### src/design/qts_pkg.sv
// Shared types, character codes and helpers for the quoted token splitter.
package qts_pkg;

    // Character codes
    localparam logic [7:0] CH_HASH   = 8'h23;
    localparam logic [7:0] CH_SEMI   = 8'h3B;
    localparam logic [7:0] CH_DQUOTE = 8'h22;
    localparam logic [7:0] CH_SQUOTE = 8'h27;
    localparam logic [7:0] CH_BSLASH = 8'h5C;
    localparam logic [7:0] CH_N      = 8'h6E;
    localparam logic [7:0] CH_T      = 8'h74;
    localparam logic [7:0] CH_NL     = 8'h0A;
    localparam logic [7:0] CH_TAB    = 8'h09;
    localparam logic [7:0] CH_SPACE  = 8'h20;
    localparam logic [7:0] CH_NEL    = 8'h85;
    localparam logic [7:0] CH_NBSP   = 8'hA0;
    localparam logic [7:0] CH_CR     = 8'h0D;

    // Depth of the result buffer
    localparam int OUT_DEPTH = 2;

    // Parser flags
    typedef struct packed {
        logic inside_quote;
        logic quote_is_single;
        logic escape_pending;
        logic skipping_comment;
        logic token_nonempty;
    } state_t;

    // One result word
    typedef struct packed {
        logic [7:0] out_char;
        logic       char_valid;
        logic       token_end;
        logic       line_done;
    } result_t;

    // Result handed from the step logic to the output buffer
    typedef struct packed {
        logic    push;
        result_t res;
    } res_push_t;

    // Whitespace outside quotes
    function automatic logic is_blank(input logic [7:0] c);
        return (c == CH_SPACE) || ((c >= CH_TAB) && (c <= CH_CR)) ||
               (c == CH_NEL) || (c == CH_NBSP);
    endfunction

endpackage

### src/design/qts_if.sv
// Handshake interfaces for the input character words and the result words.
interface qts_in_if;
    logic       valid;
    logic       ready;
    logic [7:0] char_code;
    logic       line_end;

    modport source (output valid, output char_code, output line_end, input ready);
    modport sink   (input valid, input char_code, input line_end, output ready);
endinterface

interface qts_out_if;
    logic       valid;
    logic       ready;
    logic [7:0] out_char;
    logic       char_valid;
    logic       token_end;
    logic       line_done;

    modport source (output valid, output out_char, output char_valid,
                    output token_end, output line_done, input ready);
    modport sink   (input valid, input out_char, input char_valid,
                    input token_end, input line_done, output ready);
endinterface

### src/design/qts_step.sv
// Tokenizer flags and the per-character decision logic.
module qts_step
    import qts_pkg::*;
(
    input  logic       clk,
    input  logic       rst_n,
    input  logic       take,
    input  logic [7:0] char_code,
    input  logic       line_end,
    output res_push_t  res_push
);

    state_t state_reg;
    state_t state_next;
    res_push_t rp;
    logic [7:0] q_char;
    logic [7:0] esc_char;

    // Flag register
    always_ff @(posedge clk or negedge rst_n)
    begin
        if (!rst_n)
        begin
            state_reg <= '0;
        end
        else if (take)
        begin
            state_reg <= state_next;
        end
    end

    assign q_char = state_reg.quote_is_single ? CH_SQUOTE : CH_DQUOTE;

    // Escape translation
    always_comb
    begin
        esc_char = char_code;
        if (char_code == CH_N)
        begin
            esc_char = CH_NL;
        end
        else if (char_code == CH_T)
        begin
            esc_char = CH_TAB;
        end
    end

    // Next flags and result for the word on the input
    always_comb
    begin
        state_next = state_reg;
        rp         = '0;
        if (line_end)
        begin
            rp.push           = 1'b1;
            rp.res.line_done  = 1'b1;
            if (state_reg.escape_pending)
            begin
                rp.res.out_char   = CH_BSLASH;
                rp.res.char_valid = 1'b1;
                rp.res.token_end  = 1'b1;
            end
            else
            begin
                rp.res.token_end  = state_reg.token_nonempty;
            end
            state_next = '0;
        end
        else if (state_reg.skipping_comment)
        begin
            // rest of line ignored
        end
        else if (state_reg.inside_quote)
        begin
            if (state_reg.escape_pending)
            begin
                state_next.escape_pending = 1'b0;
                state_next.token_nonempty = 1'b1;
                rp.push           = 1'b1;
                rp.res.out_char   = esc_char;
                rp.res.char_valid = 1'b1;
            end
            else if (char_code == q_char)
            begin
                state_next.inside_quote    = 1'b0;
                state_next.quote_is_single = 1'b0;
                state_next.token_nonempty  = 1'b0;
                rp.push          = state_reg.token_nonempty;
                rp.res.token_end = state_reg.token_nonempty;
            end
            else if (char_code == CH_BSLASH)
            begin
                state_next.escape_pending = 1'b1;
            end
            else
            begin
                state_next.token_nonempty = 1'b1;
                rp.push           = 1'b1;
                rp.res.out_char   = char_code;
                rp.res.char_valid = 1'b1;
            end
        end
        else if ((char_code == CH_DQUOTE) || (char_code == CH_SQUOTE))
        begin
            state_next.inside_quote    = 1'b1;
            state_next.quote_is_single = (char_code == CH_SQUOTE);
        end
        else if (is_blank(char_code))
        begin
            state_next.token_nonempty = 1'b0;
            rp.push          = state_reg.token_nonempty;
            rp.res.token_end = state_reg.token_nonempty;
        end
        else if ((char_code == CH_HASH) || (char_code == CH_SEMI))
        begin
            state_next.skipping_comment = 1'b1;
        end
        else
        begin
            state_next.token_nonempty = 1'b1;
            rp.push           = 1'b1;
            rp.res.out_char   = char_code;
            rp.res.char_valid = 1'b1;
        end
    end

    assign res_push.push = rp.push & take;
    assign res_push.res  = rp.res;

endmodule

### src/design/qts_out_buf.sv
// Two-entry result buffer between the step logic and the output channel.
module qts_out_buf
    import qts_pkg::*;
(
    input  logic       clk,
    input  logic       rst_n,
    input  res_push_t  res_push,
    output logic       space,
    qts_out_if.source  out_ch
);

    localparam int PTR_W = $clog2(OUT_DEPTH);
    localparam int CNT_W = $clog2(OUT_DEPTH + 1);

    result_t              mem_reg [OUT_DEPTH];
    logic [PTR_W-1:0]     rd_ptr_reg;
    logic [PTR_W-1:0]     wr_ptr_reg;
    logic [CNT_W-1:0]     count_reg;
    logic                 pop;
    result_t              head;

    assign pop   = (count_reg != '0) && out_ch.ready;
    assign space = (count_reg != CNT_W'(OUT_DEPTH));

    // Entry storage
    always_ff @(posedge clk)
    begin
        if (res_push.push)
        begin
            mem_reg[wr_ptr_reg] <= res_push.res;
        end
    end

    // Pointers and fill count
    always_ff @(posedge clk or negedge rst_n)
    begin
        if (!rst_n)
        begin
            rd_ptr_reg <= '0;
            wr_ptr_reg <= '0;
            count_reg  <= '0;
        end
        else
        begin
            if (res_push.push)
            begin
                wr_ptr_reg <= (wr_ptr_reg == PTR_W'(OUT_DEPTH - 1)) ? '0
                                                                     : wr_ptr_reg + 1'b1;
            end
            if (pop)
            begin
                rd_ptr_reg <= (rd_ptr_reg == PTR_W'(OUT_DEPTH - 1)) ? '0
                                                                     : rd_ptr_reg + 1'b1;
            end
            count_reg <= count_reg + CNT_W'(res_push.push) - CNT_W'(pop);
        end
    end

    // Output word
    assign head              = mem_reg[rd_ptr_reg];
    assign out_ch.valid      = (count_reg != '0);
    assign out_ch.out_char   = head.out_char;
    assign out_ch.char_valid = head.char_valid;
    assign out_ch.token_end  = head.token_end;
    assign out_ch.line_done  = head.line_done;

endmodule

### src/design/quoted_token_splitter_top.sv
// Top level of the quoted token splitter: step logic feeding a result buffer.
//
//   channel   dir   word contents
//   in_ch     in    char_code[7:0], line_end
//   out_ch    out   out_char[7:0], char_valid, token_end, line_done
//
// One input word is taken per cycle while there is space; its result (if any)
// goes into a two-entry buffer and shows on out_ch once it reaches its head.
// in_ch.ready drops only when both buffer entries hold untaken results.
// Reset clears the tokenizer flags and empties the buffer.
module quoted_token_splitter_top
    import qts_pkg::*;
(
    input  logic      clk,
    input  logic      rst_n,
    qts_in_if.sink    in_ch,
    qts_out_if.source out_ch
);

    logic      take;
    logic      space;
    res_push_t res_push;

    assign in_ch.ready = space;
    assign take        = in_ch.valid & space;

    qts_step u_step (
        .clk       (clk),
        .rst_n     (rst_n),
        .take      (take),
        .char_code (in_ch.char_code),
        .line_end  (in_ch.line_end),
        .res_push  (res_push)
    );

    qts_out_buf u_out_buf (
        .clk      (clk),
        .rst_n    (rst_n),
        .res_push (res_push),
        .space    (space),
        .out_ch   (out_ch)
    );

endmodule
### src/flat_wrapper.sv
// flat-port wrapper written by rule: the top's interface ports become plain ports
module quoted_token_splitter_top_flat import qts_pkg::*;
  (clk, rst_n, in_ch_valid, in_ch_char_code, in_ch_line_end, in_ch_ready, out_ch_valid, out_ch_out_char, out_ch_char_valid, out_ch_token_end, out_ch_line_done, out_ch_ready);
  qts_in_if in_ch_i ();
  qts_out_if out_ch_i ();
  input  logic clk;
  input  logic rst_n;
  input wire logic [$bits(in_ch_i.valid)-1:0] in_ch_valid;
  input wire logic [$bits(in_ch_i.char_code)-1:0] in_ch_char_code;
  input wire logic [$bits(in_ch_i.line_end)-1:0] in_ch_line_end;
  output wire logic [$bits(in_ch_i.ready)-1:0] in_ch_ready;
  output wire logic [$bits(out_ch_i.valid)-1:0] out_ch_valid;
  output wire logic [$bits(out_ch_i.out_char)-1:0] out_ch_out_char;
  output wire logic [$bits(out_ch_i.char_valid)-1:0] out_ch_char_valid;
  output wire logic [$bits(out_ch_i.token_end)-1:0] out_ch_token_end;
  output wire logic [$bits(out_ch_i.line_done)-1:0] out_ch_line_done;
  input wire logic [$bits(out_ch_i.ready)-1:0] out_ch_ready;
  assign in_ch_i.valid = in_ch_valid;
  assign in_ch_i.char_code = in_ch_char_code;
  assign in_ch_i.line_end = in_ch_line_end;
  assign in_ch_ready = in_ch_i.ready;
  assign out_ch_valid = out_ch_i.valid;
  assign out_ch_out_char = out_ch_i.out_char;
  assign out_ch_char_valid = out_ch_i.char_valid;
  assign out_ch_token_end = out_ch_i.token_end;
  assign out_ch_line_done = out_ch_i.line_done;
  assign out_ch_i.ready = out_ch_ready;
  quoted_token_splitter_top u_core (.clk(clk), .rst_n(rst_n), .in_ch(in_ch_i), .out_ch(out_ch_i));
endmodule
### config.mk
export PLATFORM = sky130hd
export DESIGN_NAME = quoted_token_splitter_top_flat
export DESIGN_NICKNAME = d
export VERILOG_FILES = /design/src/design/qts_pkg.sv /design/src/design/qts_if.sv /design/src/design/qts_step.sv /design/src/design/qts_out_buf.sv /design/src/design/quoted_token_splitter_top.sv /design/src/flat_wrapper.sv
export SDC_FILE = /design/constraint.sdc
export NUM_CORES = 1
export LEC_CHECK = 0
export BUFFER_PORTS_ARGS = -buffer_cell sky130_fd_sc_hd__clkbuf_2
export CAP_MARGIN = 20
export CELL_PAD_IN_SITES_DETAIL_PLACEMENT = 1
export CELL_PAD_IN_SITES_GLOBAL_PLACEMENT = 2
export CORE_AREA = 3 3 76 78
export DETAILED_ROUTE_END_ITERATION = 7
export DIE_AREA = 0 0 79 81
export PLACE_DENSITY = 0.79
export SLEW_MARGIN = 40
export SYNTH_ARGS = -nofsm -noshare
export SYNTH_HDL_FRONTEND = slang
export SYNTH_HIERARCHICAL = 1
export SYNTH_SLANG_ARGS = --single-unit
### constraint.sdc
create_clock -name clk -period 2.9 [get_ports clk]
set_clock_uncertainty 0.2 [all_clocks]
set_input_delay 0.145 -clock clk [delete_from_list [all_inputs] [get_ports clk]]
set_output_delay 0.145 -clock clk [all_outputs]
set_load 0.005 [all_outputs]
==> results of run 1 <==
## metal layers
layer	GRT usage (%)	vias up	part of all wire [%]
li1	-	639	-
met2	25.2	38	52
met1	18.0	663	42
met4	5.33	0	1.5
met5	0	-	0
met3	3.33	9	4.8
## cells in the mapped netlist, types with 4 or more instances
cell type  count
edfxtp_1      22
dfrtp_1        9
mux2_4         9
nand2_1        8
clkbuf_1       7
inv_1          7
nor2_1         7
o21ai_0        6
a21oi_1        5
a22o_1         4
and2_1         4
nor3_1         4
nor4_1         4
o31ai_1        4
xor2_1         4
## worst max-delay path, stage by stage, from the launching register on
cell	delay [ns]
dfrtp_1	0.40
and4b_1	0.18
o211ai_1	0.23
nor2_1	0.08
o31ai_1	0.20
a32o_1	0.19
buf_4	0.14
and2_1	0.44
## area by class of cell
type	instances	area, sq um	area share (%)
flip-flops and latches	31	886	42.0
multi-input cells	106	818	38.8
repair buffers	31	173	8.19
well taps	70	87.6	4.15
clock buffers	6	82.6	3.92
clock inverters	2	35.0	1.66
inverters	7	26.3	1.25
## logic make-up (layout without fill, tap and decap cells)
logic type,count (synthesis),in the layout,synth area share [%]
simple gates,51,51,17.8
compound gates,35,35,14.2
flops,31,31,49.8
buf+inv,17,46,4.43
mux,12,12,9.49
xor+xnor,6,6,2.95
fa+ha+maj,2,2,1.41
## metrics by stage
stage | cell area [sq um] | utilization, %
5_1_grt | 2110 | 41.0
3_3_place_gp | 1980 | 38.5
4_1_cts | 2110 | 41.0
3_5_place_dp | 1980 | 38.5
6_report | 2110 | 41.0
2_1_floorplan | 1780 | -
## worst max path at each step
| stage | start | to | slack (ns) |
|---|---|---|---|
| 2_1_floorplan | u_core/u_step/state_reg[2] | u_core/u_out_buf/mem_reg[0][0] | 0.34 |
| 3_3_place_gp | in_ch_char_code[3] | u_core/u_out_buf/mem_reg[1][10] | 0.28 |
| 3_5_place_dp | in_ch_char_code[3] | u_core/u_out_buf/count_reg[1] | 0.22 |
| 4_1_cts | u_core/u_step/state_reg[3] | u_core/u_out_buf/mem_reg[0][4] | 0.26 |
| 5_1_grt | u_core/u_step/state_reg[3] | u_core/u_out_buf/mem_reg[1][8] | 0.29 |
| 6_report | u_core/u_step/state_reg[3] | u_core/u_out_buf/mem_reg[1][8] | 0.48 |
## layout by cell type (no fill, tap or decap), types with 2 or more instances in the layout
cell	instances
a22o_1	4
o21ai_0	6
o31ai_1	4
and2_1	4
edfxtp_1	22
nor2_1	7
or3_1	2
xor2_1	4
ha_1	2
clkbuf_2	25
nand4_1	3
nor3b_1	2
and4b_1	3
nor4_1	4
mux2_4	9
clkbuf_8	6
xnor2_1	2
inv_1	7
o21a_1	3
nand2b_1	2
nand2_1	8
o41ai_1	2
nor3_1	4
dfrtp_1	9
mux2_2	2
nor2b_1	2
a21oi_1	5
buf_4	5
or2_2	2
## timing repair
item	CTS	global route
endpoints found under the hold margin	9	0
setup buffers	0	0
hold buffers	1	0
## power by group through the flow
stage                     Sequential (mW)  Clock (mW)  Combinational (mW)
final                               0.782       0.435               0.647
after floorplan                     0.719           0               0.498
after detailed placement            0.793           0               0.651
after global placement              0.785           0               0.624
after global routing                0.807       0.474               0.722
after CTS                           0.784       0.452               0.659
==> impl_metrics.yaml, run 1 <==
pwr:
  p_sw_share_pct: 31.0
  combPwrFrac_pct: 34.7
  pwr-share-clk_pct: 23.3
  vdd_ir_drop_max_mv: 0.261
  p_switching_uw: 578
  power_per_cell_area_nw_per_um2: 884
  p_seq_share_pct: 42.0
  finalPower_mw: 1.86
  leakagePower_nw: 0.857
  p_int_mw: 1.29
clock_tree:
  htreeDepth: 2
  clock_latency_ns: 0.28
  clock_path_buffers: 2
  cts_tree: "done"
  cts_made_buffers: 5
  postCtsResizedCells: 0
  ctsRootBufferMaster: "clkbuf_8"
  cts_sinks: 31
  clk_pin_slew_worst_paths_ns: 0.06
synth:
  synth.avg_cell_area_sq_um: 11.6
  ys_types: 48
  yosysSeqAreaShare_pct: 49.8
  synth_area_leaders: "edfxtp_1 37%, dfrtp_1 13%, mux2_4 7.6%"
  ys_ff_latch: 31
  async_flop_share_pct: 29.0
  syn_inst: 154
  netlist.area_leader.share_pct: 37.1
  ys_warn_count: 6
  syn_area_sq_um: 1780
  synth_ff_type: "edfxtp_1"
  syn_nets: 169
  synth_area_leader_cell: "edfxtp_1"
  synth_edf_count: 22
setup_path:
  r2r-end: "u_core/u_out_buf/mem_reg[1][8]"
  crit_required_ns: 2.62
  worstSetupPathType: "register to register"
  critPathLaunchType: "register"
  crit_path_end_kind: "register"
  r2r-start: "u_core/u_step/state_reg[3]"
  reg2reg_depth: 7
  crit_fanout: 11
  rrSetupSlack_ns: 0.48
  arrival_ns: 2.14
global_route:
  grt_pass1_vias: 1436
  antenna_found_initial: 0
  grt_max_degree: 16
  overflow: 0
  grt_usage_pct: 14.6
  grt_pass1_wl_um: 7270
worst_hold_path:
  min-delay-start: "out_ch_ready"
  hp-class: "primary input to register"
  min_path_cells: 3
  hold_path_end: "u_core/u_out_buf/rd_ptr_reg"
sta:
  holdWs_ns: 0.00750
  setup-violations-final: 0
  rsz0062_at_grt: "false"
  post-route-period-util_pct: 83.5
  worst_slew_pin_slew_ns: 0.638
  max_clock_freq_mhz: 413
  fin_tns_setup_ns: 0
  relSlewSlack_pct: 57.5
  postLayoutSetupSlackWorst_ns: 0.478
  hold_viol: 0
  post-route-min-period_ns: 2.42
  final_max_slew_viol_count: 0
layout:
  fin_nets: 197
  largest_register_ffs: 22
  final.fill_count: 591
  drive_gt1_share_pct: 31.1
  syn_to_final_growth_pct: 18.4
  final_cell_count_no_fill: 253
  antennaDiodeCount: 0
drt:
  first_pass_iters: 4
  vias: 1349
  wl_per_cell_um: 16.5
  detail-route-antenna-nets: 0
  drc: 0
  drt-total-wl_um: 4180
  routed_via_density: 5.33
  drtIter0Drc: 69
die:
  dieArea_sq_um: 6400
  die_w_um: 79
  initial_core_util_pct: 34.6
  die_y_um: 81
  core_sq_um: 5140
  rows: 26
  ios: 26
outcome:
  outcome: "complete, no violations"
flow_run:
  max_cap_viol_count: 0
placed_design:
  placed_cells: 244
  port_buffers: 25
  preCtsSetupSlack_ns: 0.220
  place.gp.congestion: 0.883
  dp_hpwl_um: 3170
No activity file was read; power rests on OpenSTA's default activity.
==> run 2, diff against run 1 <==
- CORE_AREA: 3 3 76 78 -> 3 3 77 79
- DIE_AREA: 0 0 79 81 -> 0 0 80 82
- PLACE_DENSITY: 0.79 -> 0.81
- clock period: 2.9 -> 2.1 ns (I/O delays scaled with it)
==> run 2 against run 1 <==
Effect of this change: the flow now finishes with violations (setup timing); clock power is 42% higher; sequential share of layout area down 4.2 points; flip-flop and latch count stayed put; critical path type unchanged; maximum frequency grew 14%; clock-buffer cell count is the same; worst setup slack lost 0.49 ns; register-to-register slack got worse by 0.49 ns; largest cell class is now multi-input combinational cells; global-route usage up 0.22 points; first-iteration DRC count up 29%.
==> impl_metrics.yaml, run 2 (synthesis gave the netlist of run 1 again) <==
layout:
  fin_area_sq_um: 2350
  drive_gt1_share_pct: 43.8
  final_common_cell: "clkbuf_2"
  antennaDiodeCount: 0
  final_cell_count_no_fill: 273
  fin_nets: 215
  final_cell_mix: "25 x clkbuf_2, 22 x edfxtp_1, 20 x buf_4, 10 x mux2_4, 8 x dfrtp_1"
  syn_to_final_growth_pct: 31.8
  final.fill_count: 615
  largest_register_ffs: 22
placed_design:
  place_area_sq_um: 2150
  dp_hpwl_um: 3380
  port_buffers: 25
  placed_cells: 261
  place.gp.congestion: 0.854
drt:
  drtIter0Drc: 89
  drc: 0
  vias: 1430
  wl_per_cell_um: 16.3
  first_pass_iters: 4
  routed_via_density: 5.24
  drt-total-wl_um: 4440
  detail-route-antenna-nets: 0
setup_path:
  crit_fanout: 11
  crit_path_end_kind: "register"
  arrival_ns: 1.91
  worstSetupPathType: "register to register"
  reg2reg_depth: 6
  crit_required_ns: 1.90
  critPathLaunchType: "register"
sta:
  max_clock_freq_mhz: 473
  hold_viol: 0
  post-route-min-period_ns: 2.12
  postLayoutSetupSlackWorst_ns: -0.0161
  post-route-period-util_pct: 101
  relSlewSlack_pct: 58.1
  final_max_slew_viol_count: 0
  setup-violations-final: 12
  worst_slew_pin_slew_ns: 0.628
  rsz0062_at_grt: "true"
global_route:
  use_met3_pct: 2.85
  grt.busiest_layer: "met2"
  antenna_found_initial: 0
  use_met2_pct: 26.5
  grt_pass1_wl_um: 7560
  grt_max_degree: 16
  grtUsageMet1_pct: 18.1
  grt_pass1_vias: 1538
  overflow: 0
  grt_usage_pct: 14.8
die:
  die_y_um: 82
  rows: 27
  core_sq_um: 5410
  initial_core_util_pct: 32.9
  ios: 26
  die_w_um: 80
  dieArea_sq_um: 6560
clock_tree:
  htreeDepth: 2
  cts_made_buffers: 5
  cts_sinks: 31
  clock_latency_ns: 0.28
  cts_tree: "done"
  clk_pin_slew_worst_paths_ns: 0.07
  clock_path_buffers: 2
  ctsRootBufferMaster: "clkbuf_8"
worst_hold_path:
  hp-class: "primary input to asynchronous set/reset pin"
outcome:
  outcome: "finished with violations"
  violations: "setup timing"
pwr:
  vdd_ir_drop_max_mv: 0.446
  leakagePower_nw: 0.986
  power_per_cell_area_nw_per_um2: 1180
flow_run:
  max_cap_viol_count: 0
run 2: cell types whose count changed in the layout (fill, tap and decap cells not counted), moves of 2 or more:
cell	delta
buf_4	+15
nor4_2	+2
nor4_1	-2
buf_12	+2
run 2: final timing paths:
check                                         startpoint                             end  slack (ns)
max                           u_core/u_step/state_reg[4]  u_core/u_out_buf/mem_reg[0][6]       -0.02
min                                                rst_n      u_core/u_step/state_reg[3]        0.02
max reg2reg                   u_core/u_step/state_reg[4]  u_core/u_out_buf/mem_reg[0][6]       -0.02
min reg2reg                u_core/u_out_buf/count_reg[1]   u_core/u_out_buf/count_reg[1]        0.34
max in group asynchronous                          rst_n      u_core/u_step/state_reg[2]        1.45
min in group clk                          in_ch_line_end      u_core/u_step/state_reg[1]        0.06
run 2: critical path, stage by stage (launching register included):
cell	delay (ns)
dfrtp_1	0.52
inv_1	0.25
nand2_1	0.11
nor2_1	0.17
a32o_2	0.26
nor2b_4	0.18
buf_12	0.14
run 2: per-layer routing:
layer  up-vias  share of wire, %  wire (um)
met3         6               3.4        150
met4         0              0.92         41
met1       722                44       1970
li1        680                 -          -
met5         -                 0          0
met2        22                51       2270
run 2: timing repair:
| action | CTS | global route |
|---|---|---|
| endpoints found under the hold margin | 10 | 0 |
| endpoints found under the setup margin | 29 | 41 |
| pin swaps | 3 | 3 |
| buffers inserted | 0 | 2 |
| hold buffers | 2 | 0 |
| gates resized for setup | 4 | 7 |
run 2: area by class of cell:
type                       instances  area, sq um  area share [%]
multi-input combinational        106          890            37.9
sequential                        31          887            37.8
timing repair buffer              49          335            14.3
tap                               72         90.1            3.84
clock buffer                       6         82.6            3.52
clock inverter                     2         35.0            1.49
inverter                           7         26.3            1.12
run 2: report_power, final:
part	internal, mW	switching [mW]
Clock	0.384	0.232
Combinational	0.622	0.449
Sequential	0.910	0.180
Total	1.92	0.860
run 2: through the flow:
stage	hold slack, ns	utilization (%)	TNS [ns]	setup slack [ns]	total power, mW
2_1_floorplan	-0.391	-	0	0.00622	1.71
3_3_place_gp	-0.216	39.7	-3.59	-0.140	2.05
3_5_place_dp	-0.204	39.7	-4.25	-0.197	2.11
4_1_cts	0.0196	42.7	-0.883	-0.0625	2.78
5_1_grt	0.0409	43.4	-3.12	-0.161	2.96
6_report	0.0177	43.4	-0.166	-0.0161	2.78
==> run 3, diff against run 2 <==
- CORE_AREA: 3 3 77 79 -> 3 3 89 91
- DIE_AREA: 0 0 80 82 -> 0 0 92 94
- GPL_ROUTABILITY_DRIVEN: unset -> 0
- PLACE_DENSITY: 0.81 -> 0.64
==> run 3 against run 2 <==
Effect of this change: non-clock buffer count is 15 higher; clock-buffer cell count shrank 1; largest power group is now combinational cells; worst setup slack lost 0.050 ns; first-iteration DRC count shrank 52%; the flow still finishes with violations (setup timing); critical endpoint is now u_core/u_out_buf/mem_reg[0][10]; flip-flop and latch count stayed put; combinational power increased by 8%.
==> impl_metrics.yaml, run 3 (synthesis gave the netlist of run 1 again) <==
sta:
  final_max_slew_viol_count: 0
  worst_slew_pin_slew_ns: 0.382
  fin_tns_setup_ns: -0.760
  rsz0062_at_grt: "true"
  post-route-min-period_ns: 2.17
  post-route-period-util_pct: 103
  postLayoutSetupSlackWorst_ns: -0.0666
  holdWs_ns: 0.0160
  hold_viol: 0
  relSlewSlack_pct: 74.3
  setup-violations-final: 16
  max_clock_freq_mhz: 462
layout:
  largest_register_ffs: 22
  fin_nets: 231
  syn_to_final_growth_pct: 38.2
  antennaDiodeCount: 0
  final_common_cell: "buf_4"
  final_cell_mix: "35 x buf_4, 25 x clkbuf_2, 22 x edfxtp_1, 9 x mux2_4, 9 x dfrtp_1"
  drive_gt1_share_pct: 44.7
  ff_latch_area_sq_um: 886
  final_cell_count_no_fill: 316
  final.fill_count: 821
  multi_input_area_sq_um: 878
global_route:
  grt_usage_pct: 11.0
  antenna_found_initial: 0
  overflow: 0
  use_met2_pct: 19.2
  use_met3_pct: 1.52
  grtUsageMet1_pct: 13.5
  grt_max_degree: 12
  grt_pass1_vias: 1517
  grt_pass1_wl_um: 7550
  grt.busiest_layer: "met2"
clock_tree:
  cts_tree: "done"
  ctsRootBufferMaster: "clkbuf_8"
  cts_sinks: 31
  clk_pin_slew_worst_paths_ns: 0.07
  htreeDepth: 2
  clock_path_buffers: 2
  cts_made_buffers: 5
  clock_latency_ns: 0.28
die:
  initial_core_util_pct: 24.7
  ios: 26
  dieArea_sq_um: 8650
  core_sq_um: 7210
  die_y_um: 94
  die_w_um: 92
  rows: 31
setup_path:
  arrival_ns: 1.96
  crit_path_end_kind: "register"
  crit_fanout: 11
  critPathLaunchType: "register"
  crit_required_ns: 1.89
  worstSetupPathType: "register to register"
placed_design:
  placed_cells: 299
  preCtsSetupSlack_ns: -0.148
  port_buffers: 25
  dp_hpwl_um: 3520
pwr:
  power_per_cell_area_nw_per_um2: 1120
  finalPower_mw: 2.76
  p_sw_share_pct: 30.5
  leakagePower_nw: 1.05
  combPwrFrac_pct: 42.2
  p_seq_share_pct: 37.1
  vdd_ir_drop_max_mv: 0.304
  p_switching_uw: 840
  pwr-share-clk_pct: 20.7
  p_int_mw: 1.92
drt:
  first_pass_iters: 4
  drc: 0
  routed_via_density: 4.52
  wl_per_cell_um: 14.1
  detail-route-antenna-nets: 0
  drt-total-wl_um: 4460
  drtIter0Drc: 43
  vias: 1428
flow_run:
  max_cap_viol_count: 0
worst_hold_path:
  hp-class: "primary input to asynchronous set/reset pin"
outcome:
  outcome: "finished with violations"
  violations: "setup timing"
-- run 3: cell type report --
| type | instances | share of cell area (%) |
|---|---|---|
| clock buffer | 5 | 2.80 |
| clock inverter | 3 | 1.58 |
| inverter | 7 | 1.07 |
| multi-input combinational | 107 | 35.7 |
| sequential | 31 | 36.0 |
| tap | 99 | 5.04 |
| timing repair buffer | 64 | 17.8 |
-- run 3: critical path, cell delays in order (launching register included) --
cell      delay, ns
dfrtp_1        0.40
and4b_1        0.18
o211ai_1       0.26
nor2_1         0.07
o31ai_1        0.20
a32o_2         0.23
nor2b_4        0.18
buf_12         0.14
-- run 3: final timing paths --
kind / cells after the start / slack, ns / endpoint / start
worst min register to register: 1 / 0.27 / u_core/u_out_buf/rd_ptr_reg / u_core/u_out_buf/rd_ptr_reg
min in group clk: 4 / 0.09 / u_core/u_step/state_reg[1] / in_ch_valid
max in group asynchronous: 2 / 1.48 / u_core/u_step/state_reg[3] / rst_n
worst min-delay path: 2 / 0.02 / u_core/u_out_buf/rd_ptr_reg / rst_n
worst max register to register: 7 / -0.07 / u_core/u_out_buf/mem_reg[0][10] / u_core/u_step/state_reg[3]
worst max-delay path: 7 / -0.07 / u_core/u_out_buf/mem_reg[0][10] / u_core/u_step/state_reg[3]
-- run 3: metal layers --
metal	up-vias	wire, um
met5	-	0
met4	0	88
met3	6	97
met2	16	2220
met1	698	2050
li1	708	-
-- run 3: timing repair --
item | CTS | global route
endpoints found under the hold margin | 11 | 0
setup buffers | 1 | 4
pin swaps | 3 | 4
endpoints found under the setup margin | 23 | 41
hold buffers | 3 | 0
gates cloned | 0 | 1
gates resized for setup | 2 | 6
-- run 3: power by group through the flow --
stage          Clock, mW  Sequential, mW  Combinational (mW)
3_5_place_dp           0            1.03                1.10
5_1_grt            0.608            1.05                1.30
4_1_cts            0.587            1.02                1.14
2_1_floorplan          0           0.996               0.711
3_3_place_gp           0            1.02                1.08
6_report           0.570            1.02                1.16
-- run 3: metrics by stage --
stage	area (sq um)	utilization (%)
after floorplan	1810	-
after global placement	2250	31.2
after detailed placement	2250	31.2
after CTS	2410	33.4
after global routing	2460	34.1
final	2460	34.1
